===== src/sv/evp_pkg.sv =====
// Shared constants, payload types and fixed-point helpers for the
// excluded-volume pair force block. No dependencies.
package evp_pkg;

    localparam int EVP_NUM_TYPES = 8;
    localparam int EVP_TYPE_W    = 3;
    localparam int EVP_DEL_W     = 24;
    localparam int EVP_CUT_W     = 20;
    localparam int EVP_ID_W      = 16;
    localparam int EVP_FAC_W     = 16;
    localparam int EVP_OUT_W     = 32;
    localparam int EVP_EXP_W     = 4;
    localparam logic [EVP_EXP_W-1:0] EVP_EXP_RESET = 4'd2;
    localparam int EVP_RES_NEAR  = 5;

    localparam int EVP_SQ_W      = 2 * EVP_DEL_W;
    localparam int EVP_RSQ_W     = 48;
    localparam int EVP_ROOT_W    = 25;
    localparam int EVP_COEF_W    = 24;
    localparam int EVP_PW_W      = 47;
    localparam int EVP_G_W       = EVP_PW_W + EVP_EXP_W;
    localparam int EVP_Q_W       = 31;
    localparam int EVP_QLO_W     = 16;
    localparam int EVP_REM_W     = EVP_ROOT_W;
    localparam int EVP_POW_STAGES = 15;
    localparam int EVP_MAG_W     = 48;
    localparam int EVP_CAP_W     = 63;
    localparam int EVP_CLAMP_W   = 84;
    localparam logic [EVP_CLAMP_W-1:0] EVP_SAT_CAP = EVP_CLAMP_W'(1) << 62;
    localparam logic [EVP_PW_W-1:0]    EVP_ONE     = EVP_PW_W'(1) << 16;

    typedef struct packed {
        logic [EVP_DEL_W-1:0] lam;
        logic [EVP_CUT_W-1:0] cut_s;
        logic [EVP_CUT_W-1:0] cut_l;
    } evp_coef_t;

    typedef struct packed {
        logic                           act;
        logic                           lam_neg;
        logic [2:0]                     d_neg;
        logic [2:0][EVP_DEL_W-1:0]      d_mag;
        logic [EVP_COEF_W-1:0]          c;
        logic [EVP_CUT_W-1:0]           rc;
    } evp_side_t;

    typedef struct packed {
        logic [2:0][EVP_OUT_W-1:0]      frc;
        logic [EVP_OUT_W-1:0]           energy;
        logic                           in_range;
    } evp_res_t;

    function automatic logic [EVP_CAP_W-1:0] evp_clamp(input logic [EVP_CLAMP_W-1:0] v);
        logic [EVP_CAP_W-1:0] res;
        if (v > EVP_SAT_CAP)
        begin
            res = EVP_SAT_CAP[EVP_CAP_W-1:0];
        end
        else
        begin
            res = v[EVP_CAP_W-1:0];
        end
        return res;
    endfunction

    function automatic logic [EVP_OUT_W-1:0] evp_pack(input logic neg,
                                                      input logic [EVP_MAG_W-1:0] mag);
        logic [EVP_MAG_W-1:0] lim;
        logic [EVP_OUT_W-1:0] res;
        if (!neg)
        begin
            lim = (mag > EVP_MAG_W'(32'h7FFF_FFFF)) ? EVP_MAG_W'(32'h7FFF_FFFF) : mag;
            res = lim[EVP_OUT_W-1:0];
        end
        else
        begin
            lim = (mag > EVP_MAG_W'(32'h8000_0000)) ? EVP_MAG_W'(32'h8000_0000) : mag;
            res = EVP_OUT_W'(0) - lim[EVP_OUT_W-1:0];
        end
        return res;
    endfunction

endpackage


===== src/sv/evp_sqrt_pipe.sv =====
// Pipelined integer square root, one result bit per stage, with the
// item sideband carried alongside. Depends on evp_pkg.
module evp_sqrt_pipe
    import evp_pkg::*;
(
    input  logic                  clk,
    input  logic                  rst_n,
    input  logic                  en,
    input  logic                  in_vld,
    input  evp_side_t             in_side,
    input  logic [EVP_RSQ_W-1:0]  in_rsq,
    output logic                  out_vld,
    output evp_side_t             out_side,
    output logic [EVP_ROOT_W-1:0] out_r
);

    localparam int NST = EVP_ROOT_W;
    localparam int T_W = EVP_RSQ_W + 3;

    logic [NST-1:0]        vld_reg;
    evp_side_t             side_reg [NST];
    logic [EVP_RSQ_W-1:0]  rem_reg  [NST];
    logic [EVP_ROOT_W-1:0] root_reg [NST];
    logic [EVP_RSQ_W-1:0]  rem_next [NST];
    logic [EVP_ROOT_W-1:0] root_next [NST];

    for (genvar s = 0; s < NST; s++)
    begin : g_stage
        localparam int K = NST - 1 - s;
        logic [EVP_RSQ_W-1:0]  rem_in;
        logic [EVP_ROOT_W-1:0] root_in;
        logic [T_W-1:0]        trial;

        if (s == 0)
        begin : g_first
            assign rem_in  = in_rsq;
            assign root_in = '0;
        end
        else
        begin : g_rest
            assign rem_in  = rem_reg[s-1];
            assign root_in = root_reg[s-1];
        end

        assign trial = (T_W'(root_in) << (K + 1)) + (T_W'(1) << (2 * K));

        always_comb
        begin
            if (T_W'(rem_in) >= trial)
            begin
                rem_next[s]  = rem_in - trial[EVP_RSQ_W-1:0];
                root_next[s] = root_in | (EVP_ROOT_W'(1) << K);
            end
            else
            begin
                rem_next[s]  = rem_in;
                root_next[s] = root_in;
            end
        end
    end

    always_ff @(posedge clk or negedge rst_n)
    begin
        if (!rst_n)
        begin
            vld_reg <= '0;
        end
        else if (en)
        begin
            vld_reg <= {vld_reg[NST-2:0], in_vld};
        end
    end

    always_ff @(posedge clk)
    begin
        if (en)
        begin
            side_reg[0] <= in_side;
            for (int s = 0; s < NST; s++)
            begin
                rem_reg[s]  <= rem_next[s];
                root_reg[s] <= root_next[s];
            end
            for (int s = 1; s < NST; s++)
            begin
                side_reg[s] <= side_reg[s-1];
            end
        end
    end

    assign out_vld  = vld_reg[NST-1];
    assign out_side = side_reg[NST-1];
    assign out_r    = root_reg[NST-1];

endmodule


===== config.mk =====
export PLATFORM = sky130hd
export DESIGN_NAME = evp_sqrt_pipe
export DESIGN_NICKNAME = d
export VERILOG_FILES = /design/src/sv/evp_pkg.sv /design/src/sv/evp_sqrt_pipe.sv
export SDC_FILE = /design/constraint.sdc
export NUM_CORES = 2
export LEC_CHECK = 0
export ABC_AREA = 1
export BUFFER_PORTS_ARGS = -buffer_cell sky130_fd_sc_hd__buf_2
export CAP_MARGIN = 20
export CORE_ASPECT_RATIO = 1.4
export CORE_MARGIN = 2
export CORE_UTILIZATION = 34
export DETAILED_ROUTE_END_ITERATION = 8
export GPL_TIMING_DRIVEN = 0
export PLACE_DENSITY = 0.47
export SYNTH_ARGS = -nofsm -noshare
export SYNTH_HDL_FRONTEND = slang
export SYNTH_MEMORY_MAX_BITS = 65536
export SYNTH_SLANG_ARGS = --single-unit

===== constraint.sdc =====
create_clock -name clk -period 2.9 [get_ports clk]
set_input_delay 0.87 -clock clk [delete_from_list [all_inputs] [get_ports clk]]
set_output_delay 0.87 -clock clk [all_outputs]
set_load 0.03 [all_outputs]

==> results.toml <==
[run_status]
status = "completed"

[setup_path]
reg2reg_from = "rem_reg[2][35]"
cp-end-kind = "flop"
crit_type = "reg -> reg"
r2r-end = "rem_reg[2][92]"
reg2regPathDepth = 9
worstSetupStartpointType = "flop"
critPathRequiredTime_ns = 3.60
crit_path_max_fanout = 10
reg2reg_slack_ns = 0.03
worstPathArrival_ns = 3.56

[clock_tree]
clock_latency_ns = 1.02
clockBufferDepth = 4
cts_buffers = 443
clock_sinks = 4502
cts_tree = "done"
clk_pin_slew_ns = 0.06
cts_root_buffer = "clkbuf_16"
htreeDepth = 5

[synth]
yosysTopAreaCell = "edfxtp_1"
syn_area_sq_mm = 0.172
synth-edff-count = 4477
ys_ff_latch = 4502
synthesis.nets = 12600
yosys_warnings = 0
syn_avg_cell_area_sq_um = 14.2
yosysMostFrequentCell = "edfxtp_1"
ys_types = 61
async_reset_ff_frac = 0.00555
netlist_instances = 12100
synth_seq_area_share = 0.786
synth_top_area_share = 0.782
synthTopCellsByArea = "edfxtp_1, nand2_1, inv_1"
synth_ff_type = "edfxtp_1"
synth_top_cells_by_count = "edfxtp_1, nand2_1, inv_1, nor2_1, nand3_1"

[layout]
finalNonFillerCells = 20300
syn2layout_area_growth_pct = 17.2
postLayoutCoreUtil = 0.400
largest_reg_flops = 3025
final_nets = 13700
final_area_sq_mm = 0.201
drive_gt1_frac = 0.109
fill_cells = 47200

[drt]
drt_first_pass_iters = 7
via_count = 90700
drc = 0
wl_per_cell_um = 20.8
drtAntennaViolNets = 0
wl_mm = 422
post_drt_via_cell_ratio = 4.47
drt_iter0_markers = 5623

[placement]
dpl_cell_area_sq_mm = 0.183
dp_hpwl_mm = 303
dpl_worst_slack_ns = -4.59
dp_cells = 19100
gp_congestion = 0.953
portBuffers = 318

[floorplanning]
fp.coreArea_sq_mm = 0.503
die_h_um = 845
die-width_um = 605
ios = 320
initial_core_util = 0.342
rows = 308
die_area_sq_mm = 0.511

[global_route]
grt_usage = 0.163
grt_max_degree = 173
grt_pass1_vias = 94200
antenna_found_initial = 18
grt_pass1_wl_mm = 609
grt.overflow.total = 0

[sta]
timing.final.crit_share = 0.988
slew_headroom = 0.354
fmax_mhz = 349
slew_violations = 0
setup_viol = 0
finalSetupTns_ns = 0
skew_ns = 0.0776
fin_ws_ns = 0.0335
tightest_slew_ns = 0.969
rsz0062_at_grt = "yes"
hold_violations = 0
fin_crit_ns = 2.87

[job]
drv_cap = 0

[worst_hold_path]
min-delay-start = "in_side[115]"
whs_path_depth = 1
holdCritPathClass = "in -> reg"
hold_end = "side_reg[0][115]"

[pwr]
power_leakage_nw = 75.3
powerDensity_mw_per_mm2 = 773
vdd_drop_max_mv = 0.594
## placed cells by master (no fill, tap or decap), types with 16 or more instances in the layout
master and count:
clkbuf_1 88, edfxtp_1 4477, buf_2 334, a21oi_1 342, inv_1 1345, nor3_1 121
xor2_1 119, bufbuf_16 29, xnor2_1 154, diode_2 64, dlygate4sd3_1 150, o21ai_2 23
nand4_1 199, o21ai_1 54, buf_4 67, o21bai_1 16, nor2_4 25, buf_6 16
nand3_1 477, a21oi_2 67, buf_16 35, ha_2 19, nor2_2 39, clkbuf_16 452
o21ai_0 250, nand2_2 51, dfrtp_1 25, a21o_1 18, clkinv_2 85, bufinv_16 45
nor2_1 959, nand2_1 2664, clkinv_1 94, nand3b_1 54, nor4_1 92, ha_1 292
## repair_timing
action                                   CTS  global route
endpoints found under the hold margin    174             0
pin swaps                                 10            14
cloned                                    35             7
hold buffers                             150             0
buffers inserted                          12            38
gates resized for setup                  138           139
endpoints found under the setup margin  3369          1175
## worst max-delay path, cell delays in order, from the launching register on
cell and delay (ns):
edfxtp_1 0.49, nor2_1 0.26, nand2_1 0.18, nor2_2 0.18, nand3_2 0.29, nor2_1 0.34, nand3_4 0.26, inv_4 0.23
buf_4 0.23, a21oi_1 0.08
## how the worst max path moves through the flow
stage | start | cells past startpoint | slack (ns) | endpoint
floorplan | rem_reg[2][219] | 11 | 0.76 | rem_reg[2][248]
global placement | en | 1 | -74.52 | side_reg[20][88]
detailed placement | en | 10 | -4.59 | side_reg[23][2]
CTS | rem_reg[2][160] | 9 | -0.12 | rem_reg[2][225]
global route | root_reg[1][172] | 15 | -0.04 | rem_reg[2][359]
finish | rem_reg[2][35] | 9 | 0.03 | rem_reg[2][92]
## cells by family after synthesis
group	count (synthesis)	synth area share
buf+inv	1440	0.0333
other cells	1	0.0000218
simple gates	4766	0.116
fa+ha+maj	322	0.0234
xor+xnor	273	0.0139
compound gates	828	0.0269
mux	1	0.0000655
flops	4502	0.786
## per-stage QoR
stage,hold slack [ns],total power [mW]
6_report,0.0937,156
2_1_floorplan,0.400,90.8
4_1_cts,0.00107,158
3_5_place_dp,0.405,99.3
3_3_place_gp,0.400,86.7
5_1_grt,0.0307,163
## layout make-up
| type | count | area, sq um | share of cell area |
|---|---|---|---|
| buffer | 77 | 691 | 0.00343 |
| clock buffer | 528 | 11400 | 0.0568 |
| tap | 6665 | 8340 | 0.0414 |
| timing repair buffer | 590 | 5600 | 0.0278 |
| antenna | 64 | 160 | 0.000795 |
| inverter | 1363 | 5140 | 0.0255 |
| sequential | 4502 | 135000 | 0.671 |
| clock inverter | 282 | 2970 | 0.0147 |
| multi-input combinational | 6191 | 32000 | 0.159 |
## where the power goes
part | total [mW] | internal, mW | switching, mW
Sequential | 80.3 | 77.7 | 2.68
Clock | 57.1 | 32.3 | 24.8
Combinational | 18.3 | 5.55 | 12.7
Total | 156 | 116 | 40.2
## layer usage
metal / part of all wire / wire length [um] / vias up / GRT usage
met5: 0 / 0 / - / 0
met4: 0.081 / 34200 / 0 / 0.119
met3: 0.026 / 10900 / 942 / 0.0200
met2: 0.57 / 240000 / 1488 / 0.326
met1: 0.33 / 137000 / 43400 / 0.147
li1: - / - / 44800 / -
Power figures use the tool's default switching activity.
